### config.mk
export PLATFORM = sky130hd
export DESIGN_NAME = adpcm_4bit_decoder
export DESIGN_NICKNAME = d
export VERILOG_FILES = /design/src/sv/adpcm4_pkg.sv /design/src/sv/adpcm_4bit_decoder.sv
export SDC_FILE = /design/constraint.sdc
export NUM_CORES = 1
export LEC_CHECK = 0
export ABC_AREA = 1
export BUFFER_PORTS_ARGS = -buffer_cell sky130_fd_sc_hd__buf_4
export CAP_MARGIN = 10
export CORE_MARGIN = 2
export CORE_UTILIZATION = 25
export CTS_CLUSTER_DIAMETER = 100
export DETAILED_ROUTE_END_ITERATION = 10
export GPL_TIMING_DRIVEN = 0
export PLACE_DENSITY = 0.46
export SLEW_MARGIN = 20
export SYNTH_ARGS = -nofsm -noshare
export SYNTH_HDL_FRONTEND = slang
export SYNTH_SLANG_ARGS = --single-unit
### constraint.sdc
create_clock -name clk -period 7 [get_ports clk]
set_input_delay 0.35 -clock clk [delete_from_list [all_inputs] [get_ports clk]]
set_output_delay 0.35 -clock clk [all_outputs]
set_load 0.01 [all_outputs]
### src/sv/adpcm4_pkg.sv
// Shared constants for the 4-bit ADPCM decoder: step size table, index
// adaptation table and sample limits.
// No dependencies.
package adpcm4_pkg;

  localparam int TableLast   = 88;
  localparam int StepW       = 15;
  localparam int TableIdxW   = 7;
  localparam int SampleW     = 12;
  localparam int SampleLimit = 2047;

  typedef logic [StepW-1:0]   step_t;
  typedef logic [SampleW-1:0] sample_t;

  localparam step_t STEP_SIZES [0:TableLast] = '{
    15'd7,     15'd8,     15'd9,     15'd10,    15'd11,    15'd12,    15'd13,
    15'd14,    15'd16,    15'd17,    15'd19,    15'd21,    15'd23,    15'd25,
    15'd28,    15'd31,    15'd34,    15'd37,    15'd41,    15'd45,    15'd50,
    15'd55,    15'd60,    15'd66,    15'd73,    15'd80,    15'd88,    15'd97,
    15'd107,   15'd118,   15'd130,   15'd143,   15'd157,   15'd173,   15'd190,
    15'd209,   15'd230,   15'd253,   15'd279,   15'd307,   15'd337,   15'd371,
    15'd408,   15'd449,   15'd494,   15'd544,   15'd598,   15'd658,   15'd724,
    15'd796,   15'd876,   15'd963,   15'd1060,  15'd1166,  15'd1282,  15'd1411,
    15'd1552,  15'd1707,  15'd1878,  15'd2047,  15'd2272,  15'd2499,  15'd2749,
    15'd3024,  15'd3327,  15'd3660,  15'd4026,  15'd4428,  15'd4871,  15'd5358,
    15'd5894,  15'd6484,  15'd7132,  15'd7845,  15'd8630,  15'd9493,  15'd10442,
    15'd11487, 15'd12635, 15'd13899, 15'd15289, 15'd16818, 15'd18500, 15'd20350,
    15'd22385, 15'd24623, 15'd27086, 15'd29794, 15'd32767
  };

  localparam logic signed [4:0] INDEX_MOVES [0:7] = '{
    -5'sd1, -5'sd1, -5'sd1, -5'sd1, 5'sd2, 5'sd4, 5'sd6, 5'sd8
  };

  function automatic step_t step_of(input logic [TableIdxW-1:0] idx);
    return STEP_SIZES[idx];
  endfunction

endpackage

### src/sv/adpcm_4bit_decoder.sv
// 4-bit ADPCM decoder: one byte in, two 12-bit offset-binary samples out.
// Each byte is held in byte_r; its low nibble is decoded into the registered
// output first, then its high nibble, and the next byte can be taken as the high
// nibble is decoded. One nibble is decoded per cycle while the output is not
// stalled, through the step lookup, scaled delta add and saturation.
// Reset (synchronous, active low) clears the step index, the running sample
// and all valid flags.
module adpcm_4bit_decoder #(
  parameter int MAX_STEP_INDEX = 59
) (
  input  logic        clk,
  input  logic        rst_n,
  input  logic        in_tvalid,
  output logic        in_tready,
  input  logic [7:0]  in_tdata,   // [7:0] code_byte
  output logic        out_tvalid,
  input  logic        out_tready,
  output logic [15:0] out_tdata,  // [11:0] pcm_sample, [15:12] zero
  output logic        out_tlast   // last_of_pair
);
  import adpcm4_pkg::*;

  localparam int Top = (MAX_STEP_INDEX > TableLast) ? TableLast : MAX_STEP_INDEX;
  localparam int IdxW = (Top < 1) ? 1 : $clog2(Top + 1);
  localparam int SumIdxW = IdxW + 5;

  logic [7:0]           byte_r;
  logic                 full_r;
  logic                 phase_r;
  logic [IdxW-1:0]      step_index_r;
  logic signed [11:0]   predicted_r;
  logic                 out_valid_r;
  sample_t              out_pcm_r;
  logic                 out_last_r;

  logic                 advance;
  logic                 in_acc;
  logic [3:0]           nib;
  logic [2:0]           mag;
  step_t                step;
  logic [17:0]          prod;
  logic [16:0]          delta;
  logic signed [17:0]   sum;
  logic signed [11:0]   predicted_nxt;
  logic signed [SumIdxW-1:0] idx_sum;
  logic [IdxW-1:0]      step_index_nxt;

  assign advance   = full_r && (!out_valid_r || out_tready);
  assign in_tready = !full_r || (phase_r && advance);
  assign in_acc    = in_tvalid && in_tready;

  assign nib   = phase_r ? byte_r[7:4] : byte_r[3:0];
  assign mag   = nib[2:0];
  assign step  = step_of(TableIdxW'(step_index_r));
  assign prod  = 18'(step) * 18'(mag);
  assign delta = 17'(prod[17:2]) + 17'(step[StepW-1:3]);

  always_comb begin
    if (nib[3]) begin
      sum = 18'(predicted_r) - signed'({1'b0, delta});
    end else begin
      sum = 18'(predicted_r) + signed'({1'b0, delta});
    end
    if (sum > 18'sd2047) begin
      predicted_nxt = 12'(SampleLimit);
    end else if (sum < -18'sd2047) begin
      predicted_nxt = -12'(SampleLimit);
    end else begin
      predicted_nxt = sum[11:0];
    end

    idx_sum = signed'(SumIdxW'(step_index_r)) + SumIdxW'(INDEX_MOVES[mag]);
    if (idx_sum < 0) begin
      step_index_nxt = '0;
    end else if (idx_sum > SumIdxW'(Top)) begin
      step_index_nxt = IdxW'(Top);
    end else begin
      step_index_nxt = idx_sum[IdxW-1:0];
    end
  end

  always_ff @(posedge clk) begin
    if (!rst_n) begin
      full_r       <= 1'b0;
      phase_r      <= 1'b0;
      step_index_r <= '0;
      predicted_r  <= '0;
      out_valid_r  <= 1'b0;
    end else begin
      if (out_tready) begin
        out_valid_r <= 1'b0;
      end
      if (advance) begin
        step_index_r <= step_index_nxt;
        predicted_r  <= predicted_nxt;
        out_valid_r  <= 1'b1;
        out_pcm_r    <= sample_t'(predicted_nxt) + sample_t'(SampleLimit);
        out_last_r   <= phase_r;
        phase_r      <= !phase_r;
        if (phase_r) begin
          full_r <= 1'b0;
        end
      end
      if (in_acc) begin
        byte_r  <= in_tdata;
        full_r  <= 1'b1;
        phase_r <= 1'b0;
      end
    end
  end

  assign out_tvalid = out_valid_r;
  assign out_tdata  = {4'b0000, out_pcm_r};
  assign out_tlast  = out_last_r;

endmodule

# After elaboration in Yosys (flattened, before gate mapping)
# Memory sizes are Yosys's and may differ from the RTL's.
# Index checks and enable logic that the tools add are counted.
dict set report totals {
  ff_bits 42
  latchBits 0
  ram_bits 0
  mem_bits_ro 1960
  word_cells 55
  n_memories 2
}
dict set report classes {
  add_sub_neg 5
  multipliers 1
  div 0
  magnitude_cmp 6
  n_eq_ne 0
  shift 0
  mux 15
  n_bitwise 3
  reduce_logical 15
}
# name depth width rd rd_clocked_by_memory_dff write_ports line
set mem_list {}
lappend mem_list {{(no name shown)} 128 15 1 0 0 adpcm4_pkg.sv:36} ;# return STEP_SIZES[idx];
lappend mem_list {{(no name shown)} 8 5 1 0 0 adpcm_4bit_decoder.sv:72} ;# idx_sum = signed'(SumIdxW'(step_index_r)) + SumIdxW'(INDEX_MOVES[mag]);
# cell n
set ops {}
lappend ops {{two-way mux 15 bit} 2}
lappend ops {{two-way mux 12 bit} 2}
lappend ops {{adder 12 x 18 -> 18 bit} 1}
lappend ops {{> comparator 18 x 12 -> 1 bit, second input constant} 1}
lappend ops {{less-than comparator 18 x 12 -> 1 bit, second input constant} 1}
lappend ops {{multiplier 15 x 3 -> 18 bit} 1}
lappend ops {{two-way mux 18 bit} 1}
lappend ops {{subtractor 12 x 18 -> 18 bit} 1}
lappend ops {{adder 16 x 12 -> 17 bit} 1}
lappend ops {{adder 12 x 11 -> 12 bit, second input constant} 1}
lappend ops {{two-way mux 6 bit} 2}
lappend ops {{two-way mux 5 bit} 2}
lappend ops {{adder 7 x 5 -> 8 bit} 1}
lappend ops {{greater-or-equal comparator 8 bit, second input constant} 1}
lappend ops {{> comparator 8 x 7 -> 1 bit, second input constant} 1}
lappend ops {{less-than comparator 8 x 1 -> 1 bit, second input constant} 1}
lappend ops {{inverter 6 -> 8 bit} 1}
lappend ops {{AND reduction 2 bit} 3}
lappend ops {{nonzero test 2 bit} 3}
lappend ops {{two-way mux 1 bit} 5}
lappend ops {{greater-or-equal comparator 4 bit, second input constant} 1}
lappend ops {{two-way mux 4 bit} 1}
lappend ops {{inverter 3 -> 4 bit} 1}
lappend ops {{logical AND 1 bit} 3}
lappend ops {{4 further kinds} 7}

# Logic depth before layout (Yosys ltp)
# Gate-level depths: netlist (run 1).
dict set report logic_depth {
  depth_word 12
  depth_mapped 56
  ltp_nobuf 55
}

# Least setup slack after synthesis (run 1)
# No wires, ideal clock.
dict set report synth_timing {
  path_type {register to register}
  start {register step_index_r[0]}
  end {register out_pcm_r[8], data pin}
  setup_ns 0.258
  arrival_time_ns 7.479
  t_required_ns 6.742
  slack_ns -0.737
  stages_incl_launch_ff 50
  path_buffers 1
  path_cell_list {dfxtp_1 -> inv_1 -> ha_1 -> inv_1 -> nor2_1 -> a211oi_1 -> o21ai_0 -> inv_1 -> a221oi_1 -> nand2_1 -> fa_1 -> inv_1 -> ha_1 -> nand2_1 -> nand3_1 -> a21oi_1 -> o21ai_0 -> xor2_1 -> [... 14 more ...] -> ha_1 -> nand4_1 -> nor3_1 -> nand4_1 -> nand3_1 -> xor2_1 -> inv_1 -> nand4_4 -> nand2_2 -> nand2_4 -> buf_6 -> nand2_1 -> inv_1 -> ha_1 -> nand3_1 -> nor2_2 -> nand2_1 -> xnor2_2}
}
dict set report synth_between {
  elab_chain_len 12
  elab_cells_between_ends 14
  classes_between {4 x add/sub; 1 x mul; 2 x order compare; 5 x mux; 1 x bitwise; 1 x memory}
}
# item line
set synth_rtl {}
lappend synth_rtl {{start: declaration} adpcm_4bit_decoder.sv:30} ;# logic [IdxW-1:0] step_index_r;
lappend synth_rtl {{start signal: assignment} adpcm_4bit_decoder.sv:94} ;# step_index_r <= step_index_nxt;
lappend synth_rtl {{inverter 6 -> 8 bit (not written as such) (*)} adpcm4_pkg.sv:36}
lappend synth_rtl {{memory read (128 x 15 bit) (*)} -}
lappend synth_rtl {{two-way mux 15 bit (not written as such) (*) (2 in a row)} adpcm4_pkg.sv:36}
lappend synth_rtl {{multiplier 15 x 3 -> 18 bit} adpcm_4bit_decoder.sv:55} ;# assign prod = 18'(step) * 18'(mag);
lappend synth_rtl {{adder 16 x 12 -> 17 bit (*)} adpcm_4bit_decoder.sv:56} ;# assign delta = 17'(prod[17:2]) + 17'(step[StepW-1:3]);
lappend synth_rtl {{adder 12 x 18 -> 18 bit or subtractor 12 x 18 -> 18 bit (tied branches)} {adpcm_4bit_decoder.sv:62, adpcm_4bit_decoder.sv:60}}
lappend synth_rtl {{two-way mux 18 bit (*)} adpcm_4bit_decoder.sv:59} ;# if (nib[3]) begin
lappend synth_rtl {{less-than comparator 18 x 12 -> 1 bit} adpcm_4bit_decoder.sv:66} ;# end else if (sum < -18'sd2047) begin
lappend synth_rtl {{two-way mux 12 bit} adpcm_4bit_decoder.sv:66}
lappend synth_rtl {{two-way mux 12 bit (*)} adpcm_4bit_decoder.sv:64} ;# if (sum > 18'sd2047) begin
lappend synth_rtl {{adder 12 x 11 -> 12 bit (*)} adpcm_4bit_decoder.sv:97} ;# out_pcm_r <= sample_t'(predicted_nxt) + sample_t'(SampleLimit);
lappend synth_rtl {{end signal: assignment} adpcm_4bit_decoder.sv:97}
lappend synth_rtl {{end: declaration} adpcm_4bit_decoder.sv:33} ;# sample_t out_pcm_r;
# Every way passes the cells marked *; elsewhere a longest branch is shown, timed or not. The select of a mux whose other input is x is not followed.
# A chain may end at the register's enable or synchronous reset.

# Final worst setup path (run 1)
# Same ends and word-level chain as after synthesis.

==> impl_metrics.py, run 1 <==
metrics = {
    "route": {
        "viasPerCell": 4.60,
        "wl_per_cell_um": 13.2,
        "drt_iter0_markers": 353,
        "ant_nets": 0,
        "wl_um": 18300,
        "drc_errors": 0,
        "vias": 6391,
        "first_pass_iters": 7,
    },
    "synth": {
        "netlist_area_um2": 6150,
        "synthesis.instances": 949,
        "synth.distinct_cells": 56,
        "synth_seq_cells": 42,
        "ys_top_cells_by_count": "252 x nand2_1, 160 x inv_1, 80 x nor2_1",
        "synth.most_common_cell": "nand2_1",
        "yosysSeqAreaShare": 0.171,
        "synth_edf_count": 21,
        "synth-async-reset-ratio": 0,
        "synth-main-ff-cell": "edfxtp_1",
        "yosys.area.top_type": "nand2_1",
        "synth_area_leaders": "nand2_1 15%, ha_1 12%, edfxtp_1 10%",
        "ys_warn_count": 0,
        "synth_top_area_frac": 0.154,
        "avgSynthCellArea_um2": 6.48,
    },
    "floorplan": {
        "row_count": 57,
        "dieHeight_um": 161,
        "die_w_um": 161,
        "initial_core_util": 0.254,
        "dieArea_um2": 25900,
        "ios": 31,
        "core-area_um2": 24200,
    },
    "cells_and_area": {
        "final_area_um2": 8600,
        "nNetsFinal": 1149,
        "n_antenna_cell": 0,
        "syn2layout_area_growth_pct": 39.9,
        "final_layout_size_suffix_gt1_frac": 0.351,
        "multi_input_area_um2": 5320,
        "fin_cells": 1389,
        "fillers": 2586,
        "regArea_um2": 1070,
    },
    "place": {
        "place_area_um2": 6920,
        "dp.cells": 1302,
        "place_ws_ps": -1510,
        "hpwl_um": 14000,
        "port_buffers": 26,
        "gp_congestion": 0.867,
    },
    "sta": {
        "setup_violations": 13,
        "tns_ps": -3050,
        "clock_skew_ps": 8.02,
        "fin_ws_ps": -359,
        "period_needed_ps": 7360,
        "final.period_utilization": 1.05,
        "worstMarginPinSlew_ps": 602,
        "maxSlewViolCount": 0,
        "rsz0062_at_grt": "yes",
        "hold_viol_final": 0,
        "fmax_mhz": 136,
        "max-slew-margin-rel": 0.598,
    },
    "grt": {
        "antenna_found_initial": 0,
        "grt_pass1_vias": 6246,
        "grt_start_max_net_pins": 14,
        "grt_pass1_wl_um": 30300,
        "grtUsageTotal": 0.139,
        "overflow": 0,
    },
    "clock_tree": {
        "clkSinkCount": 42,
        "clk_latency_ps": 290,
        "clkTransAtPathRegs_ps": 60,
        "cts_max_level": 2,
        "cts-root-buf": "clkbuf_16",
        "hold_buffers": 0,
        "cts_max_path_buffers": 2,
        "cts_tree": "done",
        "cts_buffers": 5,
    },
    "run": {
        "drv_cap": 0,
    },
    "outcome": {
        "status": "complete, but fails checks",
        "violations": "setup timing",
    },
    "power": {
        "powerDensity_nw_per_um2": 451,
        "p_leak_nw": 4.12,
        "ir_drop_v": 0.000267,
    },
    "worst_setup_path": {
        "critPathRequiredTime_ps": 7040,
        "crit_path_frequent_cell": "nand2_2",
        "end_kind": "register",
        "crit_path_max_fanout": 5,
        "critPathSlowestCell": "fa_1",
        "cp-start-kind": "register",
        "critPathMaxStageDelay_ps": 510,
        "cp.arrival_ps": 7400,
        "critPathKind": "register to register",
    },
    "hold_path": {
        "hold_path_class": "input port to register",
    },
}
[timing repair]
item | CTS | global route
pin swaps | 77 | 86
buffers inserted | 61 | 21
endpoints found under the setup margin | 24 | 24
gates resized for setup | 143 | 115
[layout by cell type, fill, tap and decap left out, types with 6 or more instances in the layout]
cell type | netlist | layout
a21oi_1 | 57 | 42
a21oi_2 | 2 | 12
buf_4 | 4 | 99
buf_6 | 1 | 9
dfxtp_1 | 21 | 15
edfxtp_1 | 21 | 21
fa_1 | 14 | 12
ha_1 | 58 | 32
ha_2 | 0 | 7
ha_4 | 0 | 19
inv_1 | 160 | 130
inv_2 | 4 | 26
nand2_1 | 252 | 207
nand2_2 | 11 | 44
nand2_4 | 3 | 15
nand3_1 | 47 | 35
nand3_2 | 9 | 15
nand3_4 | 1 | 7
nand3b_1 | 6 | 6
nand4_1 | 18 | 18
nor2_1 | 80 | 60
nor2_2 | 6 | 19
nor2_4 | 2 | 9
nor3_2 | 1 | 6
o211ai_1 | 9 | 9
o21ai_0 | 42 | 20
o21ai_1 | 1 | 13
o21ai_2 | 1 | 10
or2_2 | 7 | 7
xnor2_1 | 12 | 9
xor2_1 | 29 | 23
[cell families after synthesis]
family / count (synthesis) / share of synthesized area
muxes: 1 / 0.00183
and+or+nand+nor: 459 / 0.341
DFF: 42 / 0.171
other: 1 / 0.000610
AOI/OAI and AO/OA: 146 / 0.140
xor gates and xnor gates: 43 / 0.0637
adders and majority gates: 72 / 0.164
buffers and inverters: 185 / 0.118
[path summary, 6_finish.rpt]
kind	slack, ps	to	depth (start not counted)	start
worst max-delay path	-360	out_pcm_r[8]	48	step_index_r[0]
worst min-delay path	250	byte_r[0]	1	in_tdata[0]
worst min register to register	500	out_tvalid	2	out_tvalid
worst max register to register	-360	out_pcm_r[8]	48	step_index_r[0]
[state kept, by name (all words and copies together), names as in the netlist]
name and cells:
out_tlast 1, predicted_r 12, out_pcm_r 12, out_tvalid 1, step_index_r 6, phase_r 1, full_r 1, byte_r 8
[critical path, delay by kind of cell (launching register included)]
kind,cells,cell delay [ps]
buffers and inverters,11,1140
AND/OR/NAND/NOR,20,2110
adder cells (fa/ha/maj),6,1850
XOR/XNOR,3,440
AO/OA/AOI/OAI,8,1160
flip-flops,1,400
[area by class of cell]
| type | instances | area share |
|---|---|---|
| inverters | 165 | 0.0756 |
| well taps | 324 | 0.0471 |
| flip-flops and latches | 42 | 0.124 |
| plain buffers | 18 | 0.0153 |
| clock inverters | 2 | 0.00116 |
| repair buffers | 108 | 0.104 |
| multi-input cells | 725 | 0.619 |
| clock buffers | 5 | 0.0145 |
[through the flow]
| step | power [W] | utilization | hold slack [ps] |
|---|---|---|---|
| final | 0.00388 | 0.355 | 246 |
| after CTS | 0.00352 | 0.334 | 242 |
| after detailed placement | 0.00284 | 0.285 | 499 |
| after floorplan | 0.00230 | - | 449 |
| after global placement | 0.00286 | 0.285 | 493 |
| after global routing | 0.00426 | 0.355 | 242 |
[layer usage]
layer	global-route usage	wire length, µm	up-vias	part of all wire
met2	0.250	9020	128	0.49
met3	0.00878	589	29	0.032
met1	0.182	8340	2939	0.46
met4	0.0361	365	0	0.020
li1	-	-	3295	-
met5	0	0	-	0
[power by group]
part           switching, W  internal [W]  total, W
Sequential        0.0000304      0.000342  0.000373
Clock             0.0000904      0.000129  0.000219
Combinational       0.00193       0.00136   0.00329
Total               0.00205       0.00184   0.00388
No activity file was read; power rests on OpenSTA's default activity.
==> inputs of run 2 (changes only) <==
==> constraint.sdc (replaced) <==
create_clock -name clk -period 7 [get_ports clk]
set_input_delay 0 -clock clk [delete_from_list [all_inputs] [get_ports clk]]
set_output_delay 0 -clock clk [all_outputs]
set_load 0.01 [all_outputs]
==> run 2 against run 1 <==
- the flow still finishes with violations (setup timing)
- via count increased by 0.47%
- critical path depth unchanged
- clock skew about the same
- register-to-register slack about the same
- clock power about the same
- global-route usage increased by 0.060 points
- power increased by 0.11%
- critical path type unchanged
- critical endpoint unchanged
==> impl_metrics.py, run 2 (synthesis results as in run 1) <==
metrics = {
    "route": {
        "wl_um": 18400,
        "first_pass_iters": 4,
        "ant_nets": 0,
        "wl_per_cell_um": 13.2,
        "drc_errors": 0,
        "vias": 6421,
        "drt_iter0_markers": 295,
        "viasPerCell": 4.59,
    },
    "hold_path": {
        "hold_path_class": "input port to register",
        "hp-start": "rst_n",
        "min_path_cells": 3,
        "worstHoldEndpoint": "predicted_r[5]",
    },
    "floorplan": {
        "die_w_um": 161,
        "initial_core_util": 0.254,
        "row_count": 57,
        "dieArea_um2": 25900,
        "core-area_um2": 24200,
        "ios": 31,
        "dieHeight_um": 161,
    },
    "worst_setup_path": {
        "cp-start-kind": "register",
        "critPathKind": "register to register",
        "crit_path_frequent_cell": "nand2_2",
        "critPathMaxStageDelay_ps": 510,
        "worstRegToRegCells": 48,
        "cp.arrival_ps": 7400,
        "critPathRequiredTime_ps": 7040,
        "reg2reg_from": "step_index_r[0]",
        "crit_path_max_fanout": 5,
        "critPathSlowestCell": "fa_1",
        "r2r_slack_ps": -360,
        "end_kind": "register",
        "r2r-end": "out_pcm_r[8]",
    },
    "cells_and_area": {
        "syn2layout_area_growth_pct": 41.5,
        "final_common_cell": "nand2_1",
        "fin_util": 0.359,
        "nNetsFinal": 1159,
        "final_cell_mix": "207 x nand2_1, 130 x inv_1, 99 x buf_4",
        "final_layout_size_suffix_gt1_frac": 0.348,
        "reg.largest.list": "out_pcm_r (12), predicted_r (12), byte_r (8)",
        "fillers": 2573,
        "regArea_um2": 1070,
        "n_antenna_cell": 0,
        "multi_input_area_um2": 5320,
    },
    "power": {
        "combPwrFrac": 0.848,
        "seq_power_share": 0.096,
        "p_int_w": 0.00184,
        "ir_drop_v": 0.000267,
        "p_leak_nw": 4.16,
        "finalPower_w": 0.00389,
        "clkPwrFrac": 0.056,
        "powerDensity_nw_per_um2": 446,
        "sw_frac_of_total": 0.527,
        "power_switching_w": 0.00205,
    },
    "sta": {
        "maxSlewViolCount": 0,
        "worstMarginPinSlew_ps": 602,
        "fin_ws_ps": -361,
        "hold_slack_ps": 7.80,
        "fmax_mhz": 136,
        "final.period_utilization": 1.05,
        "rsz0062_at_grt": "yes",
        "period_needed_ps": 7360,
        "hold_viol_final": 0,
        "clock_skew_ps": 7.97,
        "setup_violations": 12,
        "max-slew-margin-rel": 0.598,
    },
    "grt": {
        "grtUsageTotal": 0.140,
        "grt_pass1_vias": 6317,
        "grt_start_max_net_pins": 14,
        "antenna_found_initial": 0,
        "grt_pass1_wl_um": 30400,
        "overflow": 0,
    },
    "outcome": {
        "status": "complete, but fails checks",
        "violations": "setup timing",
    },
    "clock_tree": {
        "cts_buffers": 5,
        "cts_max_path_buffers": 2,
        "clk_latency_ps": 290,
        "cts_tree": "done",
        "clkTransAtPathRegs_ps": 60,
        "cts-root-buf": "clkbuf_16",
        "cts_max_level": 2,
        "clkSinkCount": 42,
    },
    "place": {
        "port_buffers": 26,
        "hpwl_um": 14000,
        "gp_congestion": 0.867,
    },
    "run": {
        "drv_cap": 0,
    },
}
## run 2: cell types whose count changed in the layout (fill, tap and decap cells not counted)
cell           previous run  this run
dlygate4sd3_1             0        10
## run 2: repair_timing
action,CTS,global route
resized for setup,143,115
hold buffers,10,0
setup buffers,61,21
setup endpoints to repair,24,24
pin swaps,77,86
endpoints found under the hold margin,11,0
## run 2: worst max path at each step
stage / startpoint / to / slack [ps] / cells after the start
after floorplan: step_index_r[5] / out_pcm_r[8] / 8 / 43
after global placement: step_index_r[5] / out_pcm_r[8] / -1590 / 43
after detailed placement: phase_r / out_pcm_r[8] / -1510 / 49
after CTS: step_index_r[3] / out_pcm_r[6] / -330 / 49
after global routing: step_index_r[0] / out_pcm_r[6] / -840 / 50
final: step_index_r[0] / out_pcm_r[8] / -360 / 48
## run 2: critical path, delay by kind of cell (launching register included)
family          cells  cell delay [ps]
simple gates       20             2110
flops               1              400
xor+xnor            3              440
fa+ha+maj           6             1850
compound gates      8             1160
buf+inv            11             1140
## run 2: per-layer routing
metal	part of all wire	global-route usage
met1	0.45	0.182
met2	0.50	0.252
met5	0	0
met4	0.019	0.0361
met3	0.030	0.00852
## run 2: per-stage QoR
step	setup TNS [ps]	instance area, µm²	instances	setup WS [ps]
after floorplan	0	6320	952	8.31
after global placement	-22580	6920	1302	-1590
after detailed placement	-20410	6920	1302	-1510
after CTS	-2400	8200	1379	-332
after global routing	-12500	8700	1399	-844
final	-3040	8700	1399	-361
## run 2: area by class of cell
type                       count  share of cell area
timing repair buffer         118               0.114
sequential                    42               0.122
clock inverter                 2             0.00115
inverter                     165              0.0747
tap                          324              0.0466
buffer                        18              0.0151
multi-input combinational    725               0.611
clock buffer                   5              0.0144
## run 2: power by group through the flow
stage / Combinational, W / Sequential, W / Clock (W)
3_3_place_gp: 0.00248 / 0.000375 / 0
4_1_cts: 0.00293 / 0.000372 / 0.000223
2_1_floorplan: 0.00193 / 0.000378 / 0
6_report: 0.00329 / 0.000373 / 0.000219
5_1_grt: 0.00366 / 0.000378 / 0.000234
3_5_place_dp: 0.00247 / 0.000375 / 0
